### config.mk
export PLATFORM = sky130hd
export DESIGN_NAME = sle_cell
export DESIGN_NICKNAME = d
export VERILOG_FILES = /design/src/sle_pkg.sv /design/src/sle_cell.sv
export SDC_FILE = /design/constraint.sdc
export NUM_CORES = 1
export LEC_CHECK = 0
export BUFFER_PORTS_ARGS = -buffer_cell sky130_fd_sc_hd__buf_2
export CAP_MARGIN = 20
export CORE_MARGIN = 5
export CORE_UTILIZATION = 53
export CTS_BUF_LIST = sky130_fd_sc_hd__clkbuf_4
export DETAILED_ROUTE_END_ITERATION = 7
export GPL_TIMING_DRIVEN = 0
export PLACE_DENSITY_LB_ADDON = 0.12
export SYNTH_ARGS = -nofsm -noshare
export SYNTH_HDL_FRONTEND = slang
export SYNTH_SLANG_ARGS = --single-unit
### constraint.sdc
create_clock -name clock -period 8.53 [get_ports clock]
set_clock_uncertainty 0.2 [all_clocks]
set_input_delay 1.706 -clock clock [delete_from_list [all_inputs] [get_ports clock]]
set_output_delay 1.706 -clock clock [all_outputs]
set_load 0.02 [all_outputs]
### src/sle_pkg.sv
// Package for the sequential list engine: sizes, request/response payloads,
// function and status codes, and the command broadcast to the entry cells.
// No dependencies.
package sle_pkg;

   // Number of list entries held in the cell chain
   localparam int DEPTH = 128;
   // Cell index width and length counter width (length runs 0..DEPTH)
   localparam int IDX_W = $clog2(DEPTH);
   localparam int LEN_W = $clog2(DEPTH + 1);
   // Common width for position/length compares, one spare bit for pos+1
   localparam int CMP_W = ((LEN_W > 8) ? LEN_W : 8) + 1;

   typedef enum logic [2:0] {
      FUNC_CLEAR  = 3'd0,
      FUNC_APPEND = 3'd1,
      FUNC_READ   = 3'd2,
      FUNC_NEIGH  = 3'd3,
      FUNC_SEARCH = 3'd4,
      FUNC_DELETE = 3'd5,
      FUNC_INSERT = 3'd6
   } func_type;

   typedef enum logic [1:0] {
      STATUS_OK     = 2'd0,
      STATUS_BADPOS = 2'd1,
      STATUS_FULL   = 2'd2,
      STATUS_NOKEY  = 2'd3
   } status_type;

   typedef struct packed {
      logic [2:0]         func;
      logic [6:0]         position;
      logic signed [31:0] value;
   } req_type;

   typedef struct packed {
      status_type         status;
      logic signed [31:0] value_out;
      logic signed [31:0] next_value;
      logic               has_before;
      logic               has_after;
      logic [6:0]         found_index;
      logic [7:0]         length_out;
   } rsp_type;

   // What every cell does in a cycle
   typedef enum logic [1:0] {
      CELL_HOLD   = 2'd0,
      CELL_ROTATE = 2'd1,
      CELL_INSERT = 2'd2,
      CELL_DELETE = 2'd3
   } cell_op_type;

   typedef struct packed {
      cell_op_type       op;
      logic [IDX_W-1:0]  pos;
      logic [31:0]       value;
   } cell_cmd_type;

endpackage

### src/sle_cell.sv
// One entry cell of the list chain: holds one 32-bit entry and loads from
// its left or right neighbor, or the request value, as the command says.
// Depends on sle_pkg.
module sle_cell
   import sle_pkg::*;
(
   input  logic             clock,
   input  cell_cmd_type     cmd,
   input  logic [IDX_W-1:0] cell_index,
   input  logic [31:0]      left_data,
   input  logic [31:0]      right_data,
   output logic [31:0]      data_out
);

   logic [31:0] data_ff;
   logic [31:0] data_in;

   // Next entry value
   always_comb begin
      data_in = data_ff;
      unique case (cmd.op)
         CELL_HOLD: begin
            data_in = data_ff;
         end
         CELL_ROTATE: begin
            data_in = right_data;
         end
         CELL_INSERT: begin
            // entries at and after the slot move right, slot takes the value
            if (cell_index > cmd.pos) begin
               data_in = left_data;
            end else if (cell_index == cmd.pos) begin
               data_in = cmd.value;
            end
         end
         CELL_DELETE: begin
            // entries from the slot on move left
            if (cell_index >= cmd.pos) begin
               data_in = right_data;
            end
         end
      endcase
   end

   always_ff @(posedge clock) begin
      data_ff <= data_in;
   end

   assign data_out = data_ff;

endmodule

==> impl_metrics.py, run 1 <==
metrics = {
    "timing": {
        "fin_crit_ps": 3634,
        "timing.slew.headroom_pct": 65.97,
        "rsz0062_at_grt": "no",
        "setup_viol_count_final": 0,
        "final_max_slew_viol_count": 0,
        "hold_viol": 0,
        "worst_hold_slack_ps": 1445,
        "tns_ps": 0,
        "period_share_pct": 42.60,
        "fin_ws_ps": 4896,
        "worstMarginPinSlew_ps": 510.4,
        "max_freq_mhz": 275.2,
    },
    "layout": {
        "diodes": 0,
        "drive_gt1_share_pct": 42.68,
        "final_util_pct": 69.61,
        "area_growth_pct": 28.55,
        "largest_reg_flops": 32,
        "final_cell_count_no_fill": 560,
        "nets": 604,
    },
    "placed_design": {
        "globalplace.congestion": 0.8870,
        "io_buffers": 144,
        "dp_hpwl_mm": 7.431,
        "dp.cells": 552,
        "pre_cts_ws_ps": 4542,
    },
    "synth": {
        "ys_top_cells_by_area": "edfxtp_1, a221oi_2, a32oi_1, o221ai_1, a211oi_1",
        "yosysSeqAreaShare_pct": 30.33,
        "synth_top_area_share_pct": 30.33,
        "yosysWarnings": 0,
        "ys_seq_elements": 32,
        "syn_area_um2": 3168,
        "netlist_instances": 332,
        "synth_top_area_cell": "edfxtp_1",
        "syn_nets": 452,
        "syn_area_per_cell_um2": 9.542,
        "synth_cell_types": 28,
    },
    "cts": {
        "postCtsSetupBuffers": 0,
        "cts_root_buffer": "clkbuf_4",
        "hold_buffers": 0,
        "cts.clk_slew.worst_paths_ps": 120,
        "clockBufferDepth": 2,
        "cts_max_level": 2,
        "cts_tree": "done",
        "numCtsBuffers": 5,
        "clock_sinks": 32,
        "ctsResizeCount": 0,
    },
    "worst_setup_path": {
        "cp-start-kind": "input port",
        "crit_required_ps": 8380,
        "end_kind": "register",
        "worstSetupPathType": "input port to register",
        "cp_max_fo": 23,
        "cp.arrival_ps": 3480,
    },
    "power": {
        "irDropWorstVdd_uv": 110.7,
        "power.static_leakage_uw": 0.001913,
        "power_density_nw_per_um2": 134.6,
    },
    "floorplanning": {
        "num_rows": 28,
        "core_um2": 5851,
        "initial_core_util_pct": 54.15,
        "fp.dieW_um": 87.32,
        "dieArea_um2": 7624,
        "die_y_um": 87.32,
        "io_pins": 145,
    },
    "grt": {
        "overflow": 0,
        "antenna_found_initial": 0,
        "grt_max_degree": 24,
        "grt_pass1_vias": 3461,
        "grt_use_total_pct": 26.37,
        "grt_pass1_wl_mm": 16.30,
    },
    "min_path": {
        "hold_class": "input port to register",
    },
    "run_status": {
        "status": "finished clean",
    },
    "drt": {
        "wl_mm": 10.46,
        "drc_errors": 0,
        "routed_via_density": 6.418,
        "drt_first_pass_iters": 5,
        "drt-wirelength-per-cell_um": 18.68,
        "drt-initial-drc-count": 409,
        "ant_nets": 0,
        "vias": 3594,
    },
    "run": {
        "cap_violations": 0,
    },
}
-- critical path: stages --
cell	delay, ps
buf_2	70
inv_1	30
ha_1	300
a21o_1	290
a21o_4	180
buf_6	150
a21oi_1	80
a21oi_4	430
buf_16	240
-- logic make-up (layout without fill, tap and decap cells) --
| family | Yosys count | in the layout | synth area share [%] |
|---|---|---|---|
| AO/OA/AOI/OAI | 136 | 136 | 42.38 |
| buffers and inverters | 81 | 234 | 12.09 |
| adder cells (fa/ha/maj) | 7 | 7 | 2.764 |
| flip-flops | 32 | 32 | 30.33 |
| AND/OR/NAND/NOR | 76 | 76 | 12.44 |
-- layout make-up --
type / count / area (um2)
buffer: 42 / 236.5
clock buffer: 5 / 37.54
clock inverter: 3 / 13.76
fill: 487 / 1778
inverter: 39 / 146.4
multi-input combinational: 219 / 1836
sequential: 32 / 960.9
tap: 75 / 93.84
timing repair buffer: 145 / 748.2
-- cell usage after synthesis (all sizes together) --
| cell type | count |
|---|---|
| inv | 39 |
| nand2 | 34 |
| clkbuf | 22 |
| a32oi | 32 |
| a221oi | 32 |
| and3b | 1 |
| buf | 20 |
| and2 | 1 |
| edfxtp | 32 |
| nor2 | 1 |
| ha | 7 |
| and3 | 33 |
| o221ai | 32 |
| or3 | 1 |
| nand2b | 2 |
| nor2b | 1 |
| nand3 | 1 |
| a21oi | 2 |
| a21o | 4 |
| o211a | 1 |
| a211oi | 32 |
| and4 | 1 |
| o21ai | 1 |
-- metrics by stage --
stage / total power (uW) / cell area [um2]
final: 548.4 / 4073
after global routing: 577.7 / 4073
after global placement: 452.6 / 3983
after detailed placement: 459.8 / 4021
after floorplan: 370.0 / 3168
after CTS: 546.7 / 4073
-- layout by cell type (no fill, tap or decap), drive strengths merged, types with 3 or more instances in the layout --
master and n:
a211oi 32, a21o 4, a221oi 32, a32oi 32
and3 33, buf 165, clkbuf 27, clkinv 3
edfxtp 32, ha 7, inv 39, nand2 34
o221ai 32
-- where the power goes --
group | switching (uW) | internal (uW) | total, uW
logic | 149 | 101 | 250
clock network | 59.0 | 30.3 | 89.3
registers | 5.86 | 203 | 209
total | 213 | 335 | 548
-- metal layers --
layer	track usage [%]	part of all wire, %
met5	0	0
met1	34.64	40
met2	42.26	47
met3	6.433	11
met4	8.926	1.6
-- path summary, 6_finish.rpt --
kind	start	endpoint	slack (ps)	cells after the start
worst min-delay path	right_data[20]	data_out[20]	1450	3
worst max-delay path	cmd[38]	data_out[11]	4900	9
No activity file was read; power rests on OpenSTA's default activity.
==> run 2, diff against run 1 <==
--- a/config.mk
+++ b/config.mk
@@ -8,7 +8,7 @@
 export BUFFER_PORTS_ARGS = -buffer_cell sky130_fd_sc_hd__buf_2
 export CAP_MARGIN = 20
 export CORE_MARGIN = 5
-export CORE_UTILIZATION = 53
+export CORE_UTILIZATION = 44
 export CTS_BUF_LIST = sky130_fd_sc_hd__clkbuf_4
 export DETAILED_ROUTE_END_ITERATION = 7
 export GPL_TIMING_DRIVEN = 0
==> constraint.sdc (replaced) <==
create_clock -name clock -period 3.2 [get_ports clock]
set_clock_uncertainty 0.2 [all_clocks]
set_input_delay 0.64 -clock clock [delete_from_list [all_inputs] [get_ports clock]]
set_output_delay 0.64 -clock clock [all_outputs]
set_load 0.02 [all_outputs]
==> run 2 against run 1 <==
  * Combinational power grew to 2.7 times the previous value
  * Sequential power rose to 2.7 times the previous value
  * First-iteration DRC count down 39%
  * Global-route usage decreased by 1.8 points
  * Sequential share of layout area shrank 0.27 points
  * Non-clock buffer count unchanged
  * Largest power group unchanged
==> impl_metrics.py, run 2 (synthesized netlist as in run 1, its figures left out) <==
metrics = {
    "run_status": {
        "status": "finished clean",
    },
    "timing": {
        "worstMarginPinSlew_ps": 574.3,
        "setup_viol_count_final": 0,
        "period_share_pct": 79.35,
        "final_max_slew_viol_count": 0,
        "max_freq_mhz": 393.8,
        "timing.slew.headroom_pct": 61.71,
        "worst_hold_slack_ps": 359.6,
        "rsz0062_at_grt": "no",
        "fin_crit_ps": 2539,
        "hold_viol": 0,
    },
    "grt": {
        "overflow": 0,
        "antenna_found_initial": 0,
        "grt_max_degree": 26,
        "grt_pass1_vias": 3620,
        "grt_use_total_pct": 24.52,
        "grt_pass1_wl_mm": 17.71,
    },
    "drt": {
        "vias": 3564,
        "drt_first_pass_iters": 5,
        "drt-initial-drc-count": 250,
        "drc_errors": 0,
        "ant_nets": 0,
        "wl_mm": 11.25,
        "drt-wirelength-per-cell_um": 19.26,
        "routed_via_density": 6.103,
    },
    "layout": {
        "final_util_pct": 57.71,
        "diodes": 0,
        "fillers": 687,
        "final_cell_count_no_fill": 584,
        "final_common_cell": "buf_2",
        "postLayoutCellArea_um2": 4119,
        "nets": 604,
        "drive_gt1_share_pct": 42.47,
        "largest_reg_flops": 32,
        "final_cell_mix": "buf_2, inv_1, nand2_1, and3_1",
        "area_growth_pct": 30.02,
    },
    "cts": {
        "cts_root_buffer": "clkbuf_4",
        "cts_tree": "done",
        "ctsResizeCount": 0,
        "cts.clk_slew.worst_paths_ps": 120,
        "postCtsSetupBuffers": 0,
        "clock_sinks": 32,
        "numCtsBuffers": 5,
        "cts_max_level": 2,
        "hold_buffers": 0,
        "clockBufferDepth": 2,
    },
    "floorplanning": {
        "dieArea_um2": 8997,
        "initial_core_util_pct": 44.39,
        "num_rows": 31,
        "die_y_um": 94.86,
        "io_pins": 145,
        "core_um2": 7137,
        "fp.dieW_um": 94.86,
    },
    "worst_setup_path": {
        "end_kind": "register",
        "cp-startpoint": "cmd[33]",
        "crit_required_ps": 3100,
        "cp_max_fo": 25,
        "cp-start-kind": "input port",
        "cp.arrival_ps": 2440,
        "worstSetupPathType": "input port to register",
    },
    "power": {
        "irDropWorstVdd_uv": 208.5,
        "power_density_nw_per_um2": 376.5,
        "power.static_leakage_uw": 0.001917,
    },
    "min_path": {
        "worstHoldEndpoint": "data_out[2]",
        "holdPathStages": 3,
        "hold_class": "input port to register",
        "hp-start": "right_data[2]",
    },
    "placed_design": {
        "dp.cells": 576,
        "io_buffers": 144,
        "dp_hpwl_mm": 7.874,
        "place_area_um2": 4044,
        "globalplace.congestion": 0.8831,
    },
    "run": {
        "cap_violations": 0,
    },
}
-- run 2: metrics by stage --
step                setup slack [ps]  setup TNS [ps]  total power [uW]
floorplan                      168.7               0             986.0
global placement              -605.7          -19330              1215
detailed placement             283.7               0              1231
CTS                            656.5               0              1549
global route                   568.6               0              1629
finish                         660.7               0              1551
-- run 2: power by group --
group          switching (uW)  leakage [uW]  internal, uW
sequential               17.8      0.000314           542
clock                     164     0.0000403           160
combinational             399       0.00156           268
-- run 2: cell type report --
type / count / area, um2 / share of cell area, %
buffer: 42 / 236.5 / 5.741
clock inverter: 3 / 37.54 / 0.9113
multi-input combinational: 219 / 1836 / 44.56
tap: 99 / 123.9 / 3.007
inverter: 39 / 146.4 / 3.554
clock buffer: 5 / 37.54 / 0.9113
timing repair buffer: 145 / 740.7 / 17.98
sequential: 32 / 960.9 / 23.33
-- run 2: worst max-delay path, stage by stage --
cell and delay, ps:
buf_2 70, inv_1 30, ha_1 330, and3_1 190, buf_4 150, or3_1 360
a21oi_1 270, a21oi_4 170, buf_12 200
-- run 2: worst max path at each step --
stage / cells after the start / slack [ps] / to
floorplan: 8 / 170 / data_out[0]
global placement: 8 / -610 / data_out[16]
detailed placement: 9 / 280 / data_out[20]
CTS: 9 / 660 / data_out[13]
global route: 9 / 570 / data_out[19]
finish: 9 / 660 / data_out[21]
-- run 2: layer usage --
metal | global-route usage [%] | wire length (um) | part of all wire, %
met1 | 31.34 | 4570 | 41
met2 | 40.93 | 5547 | 49
met3 | 4.861 | 1021 | 9.1
met4 | 8.774 | 110 | 0.98
met5 | 0 | 0 | 0
==> run 3, diff against run 2 <==
--- a/config.mk
+++ b/config.mk
@@ -8,7 +8,7 @@
 export BUFFER_PORTS_ARGS = -buffer_cell sky130_fd_sc_hd__buf_2
 export CAP_MARGIN = 20
 export CORE_MARGIN = 5
-export CORE_UTILIZATION = 44
+export CORE_UTILIZATION = 49
 export CTS_BUF_LIST = sky130_fd_sc_hd__clkbuf_4
 export DETAILED_ROUTE_END_ITERATION = 7
 export GPL_TIMING_DRIVEN = 0
==> constraint.sdc (replaced) <==
create_clock -name clock -period 2.4 [get_ports clock]
set_clock_uncertainty 0.2 [all_clocks]
set_input_delay 0.48 -clock clock [delete_from_list [all_inputs] [get_ports clock]]
set_output_delay 0.48 -clock clock [all_outputs]
set_load 0.02 [all_outputs]
==> run 3 against run 2 <==
  * Wire length fell by 0.91%
  * Global-route usage rose by 0.96 points
  * Clock power fell by 4%
  * First-iteration DRC count rose by 60%
  * Worst setup slack got worse by 550 ps
==> impl_metrics.py, run 3 (synthesized netlist as in run 1, its figures left out) <==
metrics = {
    "timing": {
        "period_share_pct": 95.26,
        "final_max_slew_viol_count": 0,
        "max_freq_mhz": 437.4,
        "hold_viol": 0,
        "tns_ps": 0,
        "fin_ws_ps": 113.8,
        "setup_viol_count_final": 0,
        "worstMarginPinSlew_ps": 538.4,
        "timing.slew.headroom_pct": 64.11,
        "fin_crit_ps": 2286,
        "rsz0062_at_grt": "no",
    },
    "floorplanning": {
        "dieArea_um2": 8173,
        "fp.dieW_um": 90.41,
        "core_um2": 6314,
        "die_y_um": 90.41,
        "io_pins": 145,
        "initial_core_util_pct": 50.18,
        "num_rows": 29,
    },
    "layout": {
        "area_growth_pct": 31.91,
        "postLayoutCellArea_um2": 4179,
        "diodes": 0,
        "drive_gt1_share_pct": 44.65,
        "final_common_cell": "buf_2",
        "final_cell_mix": "buf_2, inv_1, nand2_1, and3_1",
        "largest_reg_flops": 32,
        "nets": 606,
    },
    "grt": {
        "grt_pass1_vias": 3507,
        "grtUsageMet1_pct": 33.20,
        "use_met3_pct": 7.000,
        "busiest_layer": "met2",
        "antenna_found_initial": 0,
        "grt_max_degree": 17,
        "grt_use_total_pct": 25.48,
        "met2_usage_pct": 40.98,
        "grt_pass1_wl_mm": 17.50,
        "overflow": 0,
    },
    "drt": {
        "routed_via_density": 6.448,
        "drt-wirelength-per-cell_um": 19.80,
        "drt-initial-drc-count": 399,
        "ant_nets": 0,
        "drc_errors": 0,
        "wl_mm": 11.15,
        "drt_first_pass_iters": 5,
        "vias": 3630,
    },
    "run_status": {
        "status": "finished clean",
    },
    "cts": {
        "cts_root_buffer": "clkbuf_4",
        "cts_max_level": 2,
        "hold_buffers": 0,
        "numCtsBuffers": 5,
        "clockBufferDepth": 2,
        "cts_tree": "done",
        "clock_sinks": 32,
        "cts.clk_slew.worst_paths_ps": 110,
    },
    "min_path": {
        "hold_class": "input port to register",
        "hp-start": "right_data[25]",
        "holdPathStages": 3,
        "worstHoldEndpoint": "data_out[25]",
    },
    "worst_setup_path": {
        "crit_required_ps": 2310,
        "worstSetupPathType": "input port to register",
        "cp.arrival_ps": 2200,
        "cp-start-kind": "input port",
        "end_kind": "register",
        "cp_max_fo": 16,
    },
    "placed_design": {
        "globalplace.congestion": 0.8752,
        "dp_hpwl_mm": 7.500,
        "io_buffers": 144,
        "place_area_um2": 4078,
        "pre_cts_ws_ps": -680.9,
    },
    "power": {
        "power_density_nw_per_um2": 474.9,
        "irDropWorstVdd_uv": 317.7,
        "power.static_leakage_uw": 0.001919,
    },
    "run": {
        "cap_violations": 0,
    },
}
run 3: cell count changes in the layout (fill, tap and decap cells not counted), moves of 2 or more:
cell,delta
a21oi_4,+2
ha_4,+4
ha_1,-4
inv_1,-3
run 3: critical path, cell delays in order:
cell and delay (ps):
buf_2 70, inv_1 30, ha_1 320, and3_1 190, buf_4 160, or3_4 400, a21oi_4 260, a21oi_4 90
buf_12 180
run 3: metrics by stage:
stage | util [%] | hold slack, ps | total power [uW] | std cells
final | 66.19 | 204.5 | 1984 | 563
after CTS | 65.56 | 201.9 | 1959 | 561
after global placement | 64.59 | 564.1 | 1636 | 553
after global routing | 66.19 | 216.5 | 2082 | 563
after detailed placement | 64.59 | 562.8 | 1649 | 553
after floorplan | - | 474.4 | 1332 | 332
run 3: how the worst max path moves through the flow:
stage                       start            to  slack, ps  cells after the start
after floorplan           cmd[38]   data_out[0]        -70                      8
after global placement    cmd[38]  data_out[15]       -650                      8
after detailed placement  cmd[38]  data_out[15]       -680                      8
after CTS                 cmd[38]  data_out[24]         40                      8
after global routing      cmd[33]   data_out[3]         60                      9
final                     cmd[33]   data_out[7]        110                      9
run 3: final cells by class:
cell class                 instances  area, um2
multi-input combinational        220       1921
sequential                        32      960.9
buffer                            42      236.5
inverter                          39      158.9
tap                               77      96.34
fill                             539       2135
clock inverter                     2      7.507
clock buffer                       5      37.54
timing repair buffer             146      760.7
run 3: what timing repair did:
item | CTS | global route
gates resized for setup | 1 | 0
setup buffers | 0 | 2
endpoints found under the hold margin | 0 | 0
setup endpoints to repair | 32 | 32
pin swaps | 1 | 2
cloned | 1 | 0
run 3: routing by layer:
metal	wire length (um)	up-vias
li1	-	1672
met1	4317	1668
met2	5369	272
met3	1327	18
met4	132	0
met5	0	-
run 3: where the power goes:
group / internal (uW) / switching, uW / total (uW)
Combinational: 378 / 549 / 927
Clock: 102 / 209 / 311
Sequential: 723 / 22.8 / 746
