==> config.mk <==
export PLATFORM = sky130hd
export DESIGN_NAME = sle_ctrl
export DESIGN_NICKNAME = d
export VERILOG_FILES = /design/src/sle_pkg.sv /design/src/sle_ctrl.sv
export SDC_FILE = /design/constraint.sdc
export NUM_CORES = 1
export LEC_CHECK = 0
export ABC_AREA = 1
export BUFFER_PORTS_ARGS = -buffer_cell sky130_fd_sc_hd__clkbuf_2
export CORE_UTILIZATION = 57
export DETAILED_ROUTE_END_ITERATION = 8
export PLACE_DENSITY = 0.79
export SKIP_LAST_GASP = 1
export SYNTH_ARGS = -nofsm -noshare
export SYNTH_HDL_FRONTEND = slang
export SYNTH_SLANG_ARGS = --single-unit
==> constraint.sdc <==
create_clock -name clock -period 5.7 [get_ports clock]
set_input_delay 0.855 -clock clock [delete_from_list [all_inputs] [get_ports clock]]
set_output_delay 0.855 -clock clock [all_outputs]
set_load 0.01 [all_outputs]
==> src/sle_pkg.sv <==
// Package for the sequential list engine: sizes, request/response payloads,
// function and status codes, and the command broadcast to the entry cells.
// No dependencies.
package sle_pkg;

   // Number of list entries held in the cell chain
   localparam int DEPTH = 128;
   // Cell index width and length counter width (length runs 0..DEPTH)
   localparam int IDX_W = $clog2(DEPTH);
   localparam int LEN_W = $clog2(DEPTH + 1);
   // Common width for position/length compares, one spare bit for pos+1
   localparam int CMP_W = ((LEN_W > 8) ? LEN_W : 8) + 1;

   typedef enum logic [2:0] {
      FUNC_CLEAR  = 3'd0,
      FUNC_APPEND = 3'd1,
      FUNC_READ   = 3'd2,
      FUNC_NEIGH  = 3'd3,
      FUNC_SEARCH = 3'd4,
      FUNC_DELETE = 3'd5,
      FUNC_INSERT = 3'd6
   } func_type;

   typedef enum logic [1:0] {
      STATUS_OK     = 2'd0,
      STATUS_BADPOS = 2'd1,
      STATUS_FULL   = 2'd2,
      STATUS_NOKEY  = 2'd3
   } status_type;

   typedef struct packed {
      logic [2:0]         func;
      logic [6:0]         position;
      logic signed [31:0] value;
   } req_type;

   typedef struct packed {
      status_type         status;
      logic signed [31:0] value_out;
      logic signed [31:0] next_value;
      logic               has_before;
      logic               has_after;
      logic [6:0]         found_index;
      logic [7:0]         length_out;
   } rsp_type;

   // What every cell does in a cycle
   typedef enum logic [1:0] {
      CELL_HOLD   = 2'd0,
      CELL_ROTATE = 2'd1,
      CELL_INSERT = 2'd2,
      CELL_DELETE = 2'd3
   } cell_op_type;

   typedef struct packed {
      cell_op_type       op;
      logic [IDX_W-1:0]  pos;
      logic [31:0]       value;
   } cell_cmd_type;

endpackage

==> src/sle_ctrl.sv <==
// Sequencer of the list engine: decodes requests, keeps the length, drives
// the cell command, and scans the rotating chain for read/neighbors/search.
// Depends on sle_pkg.
module sle_ctrl
   import sle_pkg::*;
(
   input  logic         clock,
   input  logic         reset,
   input  logic         start,
   output logic         busy,
   input  req_type      req_data,
   output logic         rsp_valid,
   output rsp_type      rsp_data,
   input  logic [31:0]  head_data,
   output cell_cmd_type cmd
);

   typedef enum logic [1:0] {
      ST_IDLE = 2'b01,
      ST_SCAN = 2'b10
   } state_type;

   state_type        state_ff, state_in;
   logic [LEN_W-1:0] length_ff, length_in;
   logic [IDX_W-1:0] count_ff, count_in;
   logic [2:0]       func_ff, func_in;
   logic [CMP_W-1:0] pos_ff, pos_in;
   logic [31:0]      key_ff, key_in;
   logic [31:0]      vout_ff, vout_in;
   logic [31:0]      vnext_ff, vnext_in;
   logic             hb_ff, hb_in;
   logic             ha_ff, ha_in;
   logic             found_ff, found_in;
   logic [IDX_W-1:0] fidx_ff, fidx_in;
   rsp_type          rsp_ff, rsp_in;
   logic             rsp_valid_ff, rsp_valid_in;

   logic [CMP_W-1:0] pos_ext, len_ext, depth_ext, k_ext, len_in_ext, fidx_ext;
   logic             accept, resp_now;
   status_type       status_now;

   assign accept    = start && (state_ff == ST_IDLE);
   assign pos_ext   = CMP_W'(req_data.position);
   assign len_ext   = CMP_W'(length_ff);
   assign depth_ext = CMP_W'(DEPTH);
   assign k_ext     = CMP_W'(count_ff);

   always_comb begin
      state_in     = state_ff;
      length_in    = length_ff;
      count_in     = count_ff;
      func_in      = func_ff;
      pos_in       = pos_ff;
      key_in       = key_ff;
      vout_in      = vout_ff;
      vnext_in     = vnext_ff;
      hb_in        = hb_ff;
      ha_in        = ha_ff;
      found_in     = found_ff;
      fidx_in      = fidx_ff;
      rsp_in       = rsp_ff;
      rsp_valid_in = 1'b0;
      resp_now     = 1'b0;
      status_now   = STATUS_OK;
      cmd.op       = CELL_HOLD;
      cmd.pos      = pos_ext[IDX_W-1:0];
      cmd.value    = req_data.value;

      unique case (state_ff)
         ST_IDLE: begin
            if (accept) begin
               // clear scan results for this request
               func_in  = req_data.func;
               pos_in   = pos_ext;
               key_in   = req_data.value;
               vout_in  = '0;
               vnext_in = '0;
               hb_in    = 1'b0;
               ha_in    = 1'b0;
               found_in = 1'b0;
               fidx_in  = '0;
               count_in = '0;
               resp_now = 1'b1;
               unique case (req_data.func)
                  FUNC_CLEAR: begin
                     length_in = '0;
                  end
                  FUNC_APPEND: begin
                     if (len_ext >= depth_ext) begin
                        status_now = STATUS_FULL;
                     end else begin
                        cmd.op    = CELL_INSERT;
                        cmd.pos   = len_ext[IDX_W-1:0];
                        length_in = length_ff + LEN_W'(1);
                     end
                  end
                  FUNC_READ: begin
                     if (pos_ext >= len_ext) begin
                        status_now = STATUS_BADPOS;
                     end else begin
                        resp_now = 1'b0;
                        state_in = ST_SCAN;
                     end
                  end
                  FUNC_NEIGH: begin
                     if (pos_ext >= len_ext) begin
                        status_now = STATUS_BADPOS;
                     end else begin
                        hb_in    = (pos_ext != '0);
                        ha_in    = ((pos_ext + CMP_W'(1)) < len_ext);
                        resp_now = 1'b0;
                        state_in = ST_SCAN;
                     end
                  end
                  FUNC_SEARCH: begin
                     resp_now = 1'b0;
                     state_in = ST_SCAN;
                  end
                  FUNC_DELETE: begin
                     if (pos_ext >= len_ext) begin
                        status_now = STATUS_BADPOS;
                     end else begin
                        cmd.op    = CELL_DELETE;
                        length_in = length_ff - LEN_W'(1);
                     end
                  end
                  FUNC_INSERT: begin
                     if (pos_ext > len_ext) begin
                        status_now = STATUS_BADPOS;
                     end else if (len_ext >= depth_ext) begin
                        status_now = STATUS_FULL;
                     end else begin
                        cmd.op    = CELL_INSERT;
                        length_in = length_ff + LEN_W'(1);
                     end
                  end
                  default: begin
                     // unused code: no change
                  end
               endcase
            end
         end
         ST_SCAN: begin
            // chain rotates one place a cycle; head holds entry count_ff
            cmd.op   = CELL_ROTATE;
            count_in = count_ff + IDX_W'(1);
            unique case (func_ff)
               FUNC_READ: begin
                  if (k_ext == pos_ff) begin
                     vout_in = head_data;
                  end
               end
               FUNC_NEIGH: begin
                  if (hb_ff && (k_ext == (pos_ff - CMP_W'(1)))) begin
                     vout_in = head_data;
                  end
                  if (ha_ff && (k_ext == (pos_ff + CMP_W'(1)))) begin
                     vnext_in = head_data;
                  end
               end
               FUNC_SEARCH: begin
                  if (!found_ff && (k_ext < len_ext) && (head_data == key_ff)) begin
                     found_in = 1'b1;
                     fidx_in  = count_ff;
                  end
               end
               default: begin
               end
            endcase
            // a full turn puts every entry back in its own cell
            if (count_ff == IDX_W'(DEPTH - 1)) begin
               state_in = ST_IDLE;
               resp_now = 1'b1;
               if ((func_ff == FUNC_SEARCH) && !found_in) begin
                  status_now = STATUS_NOKEY;
               end
            end
         end
         default: begin
            state_in = ST_IDLE;
         end
      endcase

      // response assembly
      len_in_ext = CMP_W'(length_in);
      fidx_ext   = CMP_W'(fidx_in);
      if (resp_now) begin
         rsp_valid_in       = 1'b1;
         rsp_in.status      = status_now;
         rsp_in.value_out   = vout_in;
         rsp_in.next_value  = vnext_in;
         rsp_in.has_before  = hb_in;
         rsp_in.has_after   = ha_in;
         rsp_in.found_index = fidx_ext[6:0];
         rsp_in.length_out  = len_in_ext[7:0];
      end
   end

   always_ff @(posedge clock) begin
      if (reset) begin
         state_ff     <= ST_IDLE;
         length_ff    <= '0;
         rsp_valid_ff <= 1'b0;
      end else begin
         state_ff     <= state_in;
         length_ff    <= length_in;
         rsp_valid_ff <= rsp_valid_in;
      end
      count_ff <= count_in;
      func_ff  <= func_in;
      pos_ff   <= pos_in;
      key_ff   <= key_in;
      vout_ff  <= vout_in;
      vnext_ff <= vnext_in;
      hb_ff    <= hb_in;
      ha_ff    <= ha_in;
      found_ff <= found_in;
      fidx_ff  <= fidx_in;
      rsp_ff   <= rsp_in;
   end

   assign busy      = (state_ff != ST_IDLE);
   assign rsp_valid = rsp_valid_ff;
   assign rsp_data  = rsp_ff;

endmodule

==> results of run 1 <==
## layout by cell type (no fill, tap or decap), drive strengths merged
cell      count
nor3         12
clkinvlp      2
xor2         15
edfxtp      133
or2           1
nor2         56
clkinv        8
nor3b         1
bufinv        4
a21oi        87
a2111o        1
clkbuf      233
inv         190
nand3       186
buf           7
o31ai         1
o22ai         1
a21boi        1
and3          1
a211oi        1
nand2       477
dfxtp        84
xnor2        18
o41ai         1
nand4        24
ha           31
o21ai        59
and2          1
o211ai        2
## through the flow
stage	setup WS [ns]	util, %	instances	hold slack, ns	cell area, µm²
final	1.35	67.6	1903	0.476	13300
after global routing	1.16	67.6	1903	0.494	13300
after CTS	1.41	67.6	1903	0.475	13300
after detailed placement	1.87	63.5	1860	0.466	12500
after global placement	1.94	63.5	1860	0.457	12500
after floorplan	1.44	-	1473	0.441	11600
## flip-flops by register name, summed over array words and instances, names as in the netlist
register / cells
rsp_data: 83
key_ff: 32
vnext_ff: 32
vout_ff: 32
length_ff: 8
count_ff: 7
fidx_ff: 7
pos_ff: 7
func_ff: 3
state_ff: 2
found_ff: 1
ha_ff: 1
hb_ff: 1
rsp_valid: 1
## worst max-delay path by stage
stage,startpoint,endpoint,slack (ns)
detailed placement,req_data[38],rsp_data[48]$_DFFE_PP_,1.87
finish,state_ff[0]$_SDFFE_PP1P_,cmd[39],1.35
floorplan,req_data[38],rsp_data[0]$_DFFE_PP_,1.44
global placement,req_data[38],rsp_data[48]$_DFFE_PP_,1.94
CTS,state_ff[0]$_SDFFE_PP1P_,cmd[39],1.41
global route,state_ff[0]$_SDFFE_PP1P_,cmd[39],1.16
## logic make-up (layout without fill, tap and decap cells)
group	after synthesis	after routing	share of synthesized area, %
AND/OR/NAND/NOR	759	759	27.8
buffers and inverters	279	444	10.5
adder cells (fa/ha/maj)	31	31	3.35
XOR/XNOR	33	33	2.50
flip-flops	217	217	49.0
AO/OA/AOI/OAI	154	154	6.86
## area by class of cell
class / instances / area [µm²] / share of cell area, %
sequential: 217 / 5680 / 42.6
multi-input combinational: 977 / 4720 / 35.4
timing repair buffer: 209 / 1060 / 7.98
inverter: 192 / 721 / 5.40
clock buffer: 31 / 647 / 4.85
tap: 265 / 332 / 2.49
clock inverter: 12 / 174 / 1.30
## power by group through the flow
stage          logic, mW  clock network [mW]  registers [mW]
2_1_floorplan      0.747                   0            2.15
3_3_place_gp        1.19                   0            2.11
3_5_place_dp        1.21                   0            2.11
4_1_cts             1.21                1.61            2.08
5_1_grt             1.36                1.67            2.11
6_report            1.23                1.60            2.09
## critical path, cell delays in order, from the launching register on
cell and delay, ns:
dfxtp_1 0.32, inv_1 0.08, ha_1 0.27, inv_1 0.17, nor2_4 0.77, inv_1 0.84, o21ai_0 0.34, clkbuf_2 0.18
## metal layers
metal	GRT usage, %	share of wire [%]	vias to the layer above
met5	0	0	-
met4	11.6	3.4	0
met3	5.70	9.3	74
met2	46.7	46	586
met1	39.8	41	4707
li1	-	-	5077
==> metrics.csv, run 1 <==
metric,value,unit
outcome,"finished, final reports clean",
PD cells,368,nW/µm²
setup TNS,0,ns
Detail Placement HPWL,21300,µm
Slew Limit Fails,0,
Vias/cell,5.49,
total power,4.91,mW
die area,20900,µm²
sw frac,33.1,%
maximum VDD drop,0.257,mV
combinational share of power,25.0,%
Worst-Skew Late Latency,0.53,ns
Slew @ Worst Pin,1.22,ns
Max Cap Viol,0,
drt pass-1 iters,6,
startpoint types,flip-flop,
top-area cell type share of the netlist area,34.5,%
RePlAce Congestion,0.911,
GRT Residual Overflow,0,
Hold EP,vnext_ff[22]$_DFF_P_,
Sw Pwr,1.62,mW
Leak,6.45,nW
Critical Path AT,3.49,ns
die width,145,µm
CTS tree,built,
yosys warns,0,
# diodes,0,
H-tree depth,1,
gr usage total,29.5,%
crit path kind,reg -> out,
RSZ-0062 raised after global routing,false,
# fillers,1585,
Site Rows,51,
initial antenna violation count,0,
Synth cell types,37,
final setup vio count,0,
clk root buf,clkbuf_16,
Tmin final,4.35,ns
asr flop ratio synth,0,%
hold-fix buffer count after cts,0,
Synth area leaders,"edfxtp_1 (34%), nand2_1 (15%), dfxtp_1 (15%)",
Syn Inst Count,1473,
"Cell Area, Synth",11600,µm²
Inserted Clock Buffers,24,
# port buffers,202,
Yosys top cell by area,edfxtp_1,
Hold Crit Depth,2,
DR iter-0 viols,1013,
first-pass GRT wire length,47400,µm
WP data required,4.85,ns
Flop pwr share,42.4,%
total setup buffers inserted after CTS,0,
vias in the first global route,9246,
Post-synth EDFFs,133,
CTS Sinks,217,
Core Area,19700,µm²
fmax,0.230,GHz
register-to-register path setup slack,2.08,ns
Worst Hold Launch,vnext_ff[22]$_DFF_P_,
Pint,3.29,mW
Final period util,76.3,%
final hold violation count,0,
Worst slew margin,18.6,%
antenna-violating nets left,0,
post-cts resize count,0,
most frequent cell after synthesis,nand2_1,
Starting Density,58.7,%
CTS Buffer Depth,3,
Synth Net Count,1581,
Die Span Y,145,µm
reg2reg start,length_ff[6]$_SDFF_PP0_,
Post-Route WL,30700,µm
# DRC,0,
ys flop type,edfxtp_1,
area growth from synthesis to layout,15.1,%
post-DR wirelength/cell,16.1,µm
CP endpoint kind,output port,
Clk pwr share,32.6,%
Synth Register Bits,217,
nets,1729,
largest net degree at the start of global routing,84,
crit-path max FO,40,
Setup Skew,0.0108,ns
detailed-route via count,10400,
share of cells above drive strength 1,16.8,%
sequential area share after synthesis,49.0,%
reg2reg path depth,10,
Clock Pin Slew Worst Setup and Hold Paths,0.06,ns
IO Pins,203,
"top cells by count, synth","nand2_1 (472), nand3_1 (185), inv_1 (176), edfxtp_1 (133), a21oi_1 (87)",
synthesized area per cell,7.86,µm²
hold crit path type,reg -> reg,
reg2reg end,rsp_data[12]$_DFFE_PP_,
Power figures use the tool's default switching activity.
==> inputs of run 2 (changes only) <==
ABC_AREA = 0   (was 1)
CORE_UTILIZATION = 54   (was 57)
PLACE_DENSITY = 0.77   (was 0.79)
clock period = 4.2 ns   (was 5.7 ns; I/O delays follow)
==> metrics.csv, run 2 <==
metric,value,unit,change
Starting Density,55.3,%,was 58.7%
Synth Net Count,840,,was 1581
Clock Pin Slew Worst Setup and Hold Paths,0.07,ns,was 0.06 ns
die width,133,µm,was 145 µm
Max Cap Viol,0,,unchanged
"most common cell after layout, fill and taps aside",clkbuf_2,,was nand2_1
sw frac,24.8,%,was 33.1%
# DRC,0,,unchanged
CP endpoint kind,output port,,unchanged
total setup buffers inserted after CTS,0,,unchanged
design area,11000,µm²,was 13300 µm²
Leak,4.39,nW,was 6.45 nW
Slew Limit Fails,0,,unchanged
# diodes,0,,unchanged
top-area cell type share of the netlist area,43.4,%,was 34.5%
RePlAce Congestion,0.968,,was 0.911
Detail Placement HPWL,15700,µm,was 21300 µm
RSZ-0062 raised after global routing,false,,unchanged
vias in the first global route,6385,,was 9246
Worst slew margin,22.4,%,was 18.6%
# port buffers,202,,unchanged
Sw Pwr,1.24,mW,was 1.62 mW
die area,17600,µm²,was 20900 µm²
Area after DPL,10200,µm²,was 12500 µm²
share of cells above drive strength 1,28.6,%,was 16.8%
CTS Sinks,217,,unchanged
WP data required,3.57,ns,was 4.85 ns
Setup Skew,0.0145,ns,was 0.0108 ns
first-pass GRT wire length,34900,µm,was 47400 µm
CTS tree,built,,unchanged
# fillers,1271,,was 1585
Inst Count DP,1104,,was 1860
Critical Path AT,3.11,ns,was 3.49 ns
Post-synth EDFFs,133,,unchanged
final hold violation count,0,,unchanged
setup TNS,0,ns,unchanged
asr flop ratio synth,0,%,unchanged
Synth Register Bits,217,,unchanged
IO Pins,203,,unchanged
outcome,"finished, final reports clean",,unchanged
most frequent cell after synthesis,edfxtp_1,,was nand2_1
most frequent cells in the layout,"clkbuf_2 (202), edfxtp_1 (133), dfxtp_1 (84), a22o_1 (64), xor2_1 (42)",,"was nand2_1 (471), clkbuf_2 (202), nand3_1 (185), inv_1 (176), edfxtp_1 (133)"
Synth area leaders,"edfxtp_1 (43%), dfxtp_1 (18%), a22o_1 (6.1%)",,"was edfxtp_1 (34%), nand2_1 (15%), dfxtp_1 (15%)"
Yosys top cell by area,edfxtp_1,,unchanged
Final period util,89.2,%,
DR iter-0 viols,462,,was 1013
Slew @ Worst Pin,1.15,ns,was 1.22 ns
post-cts resize count,0,,unchanged
Synth cell types,57,,was 37
combinational share of power,11.5,%,was 25.0%
Vias/cell,5.77,,was 5.49
Reg area,5680,µm²,unchanged
PD cells,455,nW/µm²,was 368 nW/µm²
hold-fix buffer count after cts,0,,unchanged
Non-Filler Instances,1144,,was 1903
clk root buf,clkbuf_16,,unchanged
largest net degree at the start of global routing,50,,was 84
drt pass-1 iters,5,,was 6
GRT Residual Overflow,0,,unchanged
fmax,0.267,GHz,
multi-input logic area,3100,µm²,was 4720 µm²
nets,1016,,was 1729
Worst-Skew Late Latency,0.50,ns,was 0.53 ns
ys flop type,edfxtp_1,,unchanged
yosys warns,0,,unchanged
Flop pwr share,49.3,%,was 42.4%
Tmin final,3.74,ns,
sequential area share after synthesis,61.6,%,was 49.0%
"top cells by count, synth","edfxtp_1 (133), dfxtp_1 (84), a22o_1 (64), xor2_1 (42), nor2_1 (36)",,"was nand2_1 (472), nand3_1 (185), inv_1 (176), edfxtp_1 (133), a21oi_1 (87)"
antenna-violating nets left,0,,unchanged
max reg flops,83,,unchanged
Pint,3.75,mW,was 3.29 mW
startpoint types,flip-flop,,unchanged
H-tree depth,1,,unchanged
Inserted Clock Buffers,22,,was 24
Syn Inst Count,732,,was 1473
area growth from synthesis to layout,19.1,%,was 15.1%
crit-path max FO,6,,was 40
Die Span Y,133,µm,was 145 µm
hold crit path type,in -> reg,,was reg -> reg
Core Area,16600,µm²,was 19700 µm²
maximum VDD drop,0.310,mV,was 0.257 mV
initial antenna violation count,0,,unchanged
final setup vio count,0,,unchanged
CTS Buffer Depth,3,,unchanged
post-DR wirelength/cell,19.6,µm,was 16.1 µm
"Cell Area, Synth",9210,µm²,was 11600 µm²
synthesized area per cell,12.6,µm²,was 7.86 µm²
Clk pwr share,39.3,%,was 32.6%
crit path kind,reg -> out,,unchanged
detailed-route via count,6596,,was 10400
Site Rows,47,,was 51
gr usage total,25.5,%,was 29.5%
Post-Route WL,22400,µm,was 30700 µm
## run 2: routing by layer
layer	track usage [%]	routed length [µm]	up-vias
met3	3.91	1600	38
li1	-	-	3072
met1	33.8	9340	3169
met2	43.9	11000	317
met4	6.51	435	0
met5	0	0	-
## run 2: cell families (layout without fill, tap and decap cells)
| logic type | count (synthesis) | in the layout | synth area share (%) |
|---|---|---|---|
| AND/OR/NAND/NOR | 167 | 167 | 9.44 |
| adder cells (fa/ha/maj) | 31 | 31 | 4.21 |
| buffers and inverters | 87 | 279 | 5.08 |
| AO/OA/AOI/OAI | 163 | 163 | 13.1 |
| XOR/XNOR | 60 | 60 | 5.70 |
| multiplexers | 7 | 7 | 0.829 |
| flip-flops | 217 | 217 | 61.6 |
## run 2: worst max-delay path, cell delays in order (launching register included)
cell	delay [ns]
dfxtp_1	0.49
inv_1	0.21
ha_1	0.34
nand4b_1	0.18
nor2_1	0.27
o21ai_0	0.17
o21ai_1	0.34
a22oi_1	0.17
nor3_1	0.26
clkbuf_2	0.18
## run 2: path summary, 6_finish.rpt
kind	from	end	slack, ns	cells after the start
min	req_data[1]	key_ff[1]$_DFFE_PP_	0.33	1
max	length_ff[5]$_SDFF_PP0_	cmd[40]	0.46	9
max reg2reg	length_ff[5]$_SDFF_PP0_	rsp_data[1]$_DFFE_PP_	1.08	9
min reg2reg	fidx_ff[3]$_DFF_P_	fidx_ff[3]$_DFF_P_	0.46	2
## run 2: through the flow
step           setup WS, ns  hold slack (ns)  utilization [%]  power, mW
2_1_floorplan         0.667            0.427                -       2.82
3_3_place_gp          0.927            0.441             61.5       3.07
3_5_place_dp          0.900            0.454             61.5       3.07
4_1_cts               0.517            0.316             65.9       5.01
5_1_grt               0.287            0.316             65.9       5.15
6_report              0.456            0.330             65.9       4.99
## run 2: power by group through the flow
stage                     logic [mW]  clock network (mW)  registers (mW)
after CTS                      0.573                1.98            2.46
final                          0.571                1.96            2.46
after global routing           0.623                2.06            2.47
after global placement         0.567                   0            2.50
after floorplan                0.302                   0            2.52
after detailed placement       0.569                   0            2.50
## run 2: final cells by class
cell class | instances | area share, %
Clock buffer | 27 | 5.57
Clock inverter | 13 | 1.18
Inverter | 29 | 0.992
Multi-Input combinational cell | 428 | 28.2
Sequential cell | 217 | 51.7
Tap cell | 220 | 2.51
Timing Repair Buffer | 210 | 9.77
==> inputs of run 3 (changes only) <==
CORE_UTILIZATION = 45   (was 54)
PLACE_DENSITY = 0.66   (was 0.77)
==> metrics.csv, run 3 (synthesized netlist as in run 2, its figures left out) <==
metric,value,unit,change
maximum VDD drop,0.253,mV,was 0.310 mV
fmax,0.274,GHz,was 0.267 GHz
Final period util,86.8,%,was 89.2%
die width,145,µm,was 133 µm
most frequent cells in the layout,"clkbuf_2 (202), edfxtp_1 (133), dfxtp_1 (84), a22o_1 (64), xor2_1 (42)",,unchanged
WP data required,3.57,ns,about the same
Worst slew margin,24.0,%,was 22.4%
reg2reg start,length_ff[1]$_SDFF_PP0_,,was length_ff[5]$_SDFF_PP0_
vias in the first global route,6316,,was 6385
largest net degree at the start of global routing,70,,was 50
# DRC,0,,unchanged
Worst-Skew Late Latency,0.52,ns,was 0.50 ns
nets,1016,,unchanged
post-cts resize count,0,,unchanged
max reg flops,83,,unchanged
crit path cell chain,inv_1 > ha_1 > nand4b_1 > nor2_1 > o21ai_0 > o21ai_1 > a22oi_1 > nor3_1 > clkbuf_2,,unchanged
Inserted Clock Buffers,23,,was 22
# fillers,1711,,was 1271
cell family with most CP delay,compound AO/OA/AOI/OAI gates,,was simple AND/OR/NAND/NOR gates
Slew @ Worst Pin,1.13,ns,was 1.15 ns
startpoint types,flip-flop,,unchanged
GRT Residual Overflow,0,,unchanged
final hold violation count,0,,unchanged
CTS Sinks,217,,unchanged
Leak,4.40,nW,was 4.39 nW
Reg area,5680,µm²,unchanged
RSZ-0062 raised after global routing,false,,unchanged
clk root buf,clkbuf_16,,unchanged
die area,21000,µm²,was 17600 µm²
Hold Crit Depth,1,,unchanged
post-DR wirelength/cell,19.3,µm,was 19.6 µm
reg2reg end,rsp_data[2]$_DFFE_PP_,,was rsp_data[1]$_DFFE_PP_
crit path kind,reg -> out,,unchanged
hold-fix buffer count after cts,0,,unchanged
Worst Slack Setup Final,0.553,ns,was 0.456 ns
outcome,"finished, final reports clean",,unchanged
Tmin final,3.65,ns,was 3.74 ns
"most common cell after layout, fill and taps aside",clkbuf_2,,unchanged
register-to-register path setup slack,1.12,ns,was 1.08 ns
Starting Density,46.6,%,was 55.3%
Setup Skew,0.0145,ns,about the same
Clock Pin Slew Worst Setup and Hold Paths,0.06,ns,was 0.07 ns
Post-Route WL,23000,µm,was 22400 µm
Slew Limit Fails,0,,unchanged
Inst Count DP,1148,,was 1104
CP max stage cell,dfxtp_1,,unchanged
share of cells above drive strength 1,28.0,%,was 28.6%
gr usage total,21.7,%,was 25.5%
Critical Path AT,3.02,ns,was 3.11 ns
IO Pins,203,,unchanged
crit-path max FO,9,,was 6
pre-CTS WS,0.987,ns,was 0.900 ns
Die Span Y,145,µm,was 133 µm
detailed-route via count,6495,,was 6596
hold crit path type,in -> reg,,unchanged
CTS Buffer Depth,3,,unchanged
PD cells,459,nW/µm²,was 455 nW/µm²
total setup buffers inserted after CTS,0,,unchanged
Core Area,19800,µm²,was 16600 µm²
Worst path max stage delay,0.49,ns,about the same
first-pass GRT wire length,35700,µm,was 34900 µm
worst hold slack,0.308,ns,was 0.330 ns
multi-input logic area,3100,µm²,unchanged
beginning of the critical path,length_ff[4]$_SDFF_PP0_,,was length_ff[5]$_SDFF_PP0_
Site Rows,51,,was 47
Non-Filler Instances,1190,,was 1144
antenna-violating nets left,0,,unchanged
initial antenna violation count,0,,unchanged
CP endpoint kind,output port,,unchanged
H-tree depth,1,,unchanged
setup TNS,0,ns,unchanged
# port buffers,202,,unchanged
Vias/cell,5.46,,was 5.77
final setup vio count,0,,unchanged
RePlAce Congestion,0.988,,was 0.968
area growth from synthesis to layout,20.0,%,was 19.1%
DR iter-0 viols,488,,was 462
Max Cap Viol,0,,unchanged
# diodes,0,,unchanged
CTS tree,built,,unchanged
Detail Placement HPWL,16300,µm,was 15700 µm
Worst Hold Launch,req_data[1],,unchanged
reg2reg path depth,9,,unchanged
Hold EP,key_ff[1]$_DFFE_PP_,,unchanged
Buf/Inv on CP,2,,unchanged
drt pass-1 iters,5,,unchanged
-- run 3: where the power goes --
part	switching, mW	internal (mW)
combinational	0.386	0.194
clock	0.818	1.22
sequential	0.0618	2.39
-- run 3: worst max-delay path by stage --
stage                     cells after the start                    end  slack [ns]
final                                         9                cmd[40]        0.55
after global routing                          9                cmd[40]        0.31
after CTS                                     9                cmd[40]        0.59
after detailed placement                      9                cmd[40]        0.99
after global placement                        9                cmd[40]        1.01
after floorplan                               7  rsp_data[0]$_DFFE_PP_        0.67
-- run 3: area by class of cell --
type,instances,share of cell area (%)
clock buffer,31,5.57
clock inverter,11,1.32
inverter,29,0.985
multi-input combinational,428,28.0
sequential,217,51.4
tap,265,3.00
timing repair buffer,209,9.74
-- run 3: through the flow --
stage | cell area (µm²) | utilization, % | power (mW)
3_3_place_gp | 10300 | 52.0 | 3.08
4_1_cts | 11100 | 55.9 | 5.11
3_5_place_dp | 10300 | 52.0 | 3.08
5_1_grt | 11100 | 55.9 | 5.26
6_report | 11100 | 55.9 | 5.08
2_1_floorplan | 9230 | - | 2.82
-- run 3: worst register-to-register path: cells and delay by family (launching register included) --
family,cells,cell delay (ns)
simple gates,2,0.31
buf+inv,2,0.47
flops,1,0.50
fa+ha+maj,1,0.34
compound gates,4,1.09
-- run 3: layer usage --
layer	up-vias	global-route usage [%]	part of all wire, %
met1	3083	30.0	44
met3	43	3.11	6.4
li1	3070	-	-
met5	-	0	0
met2	299	36.0	48
met4	0	5.53	2.1
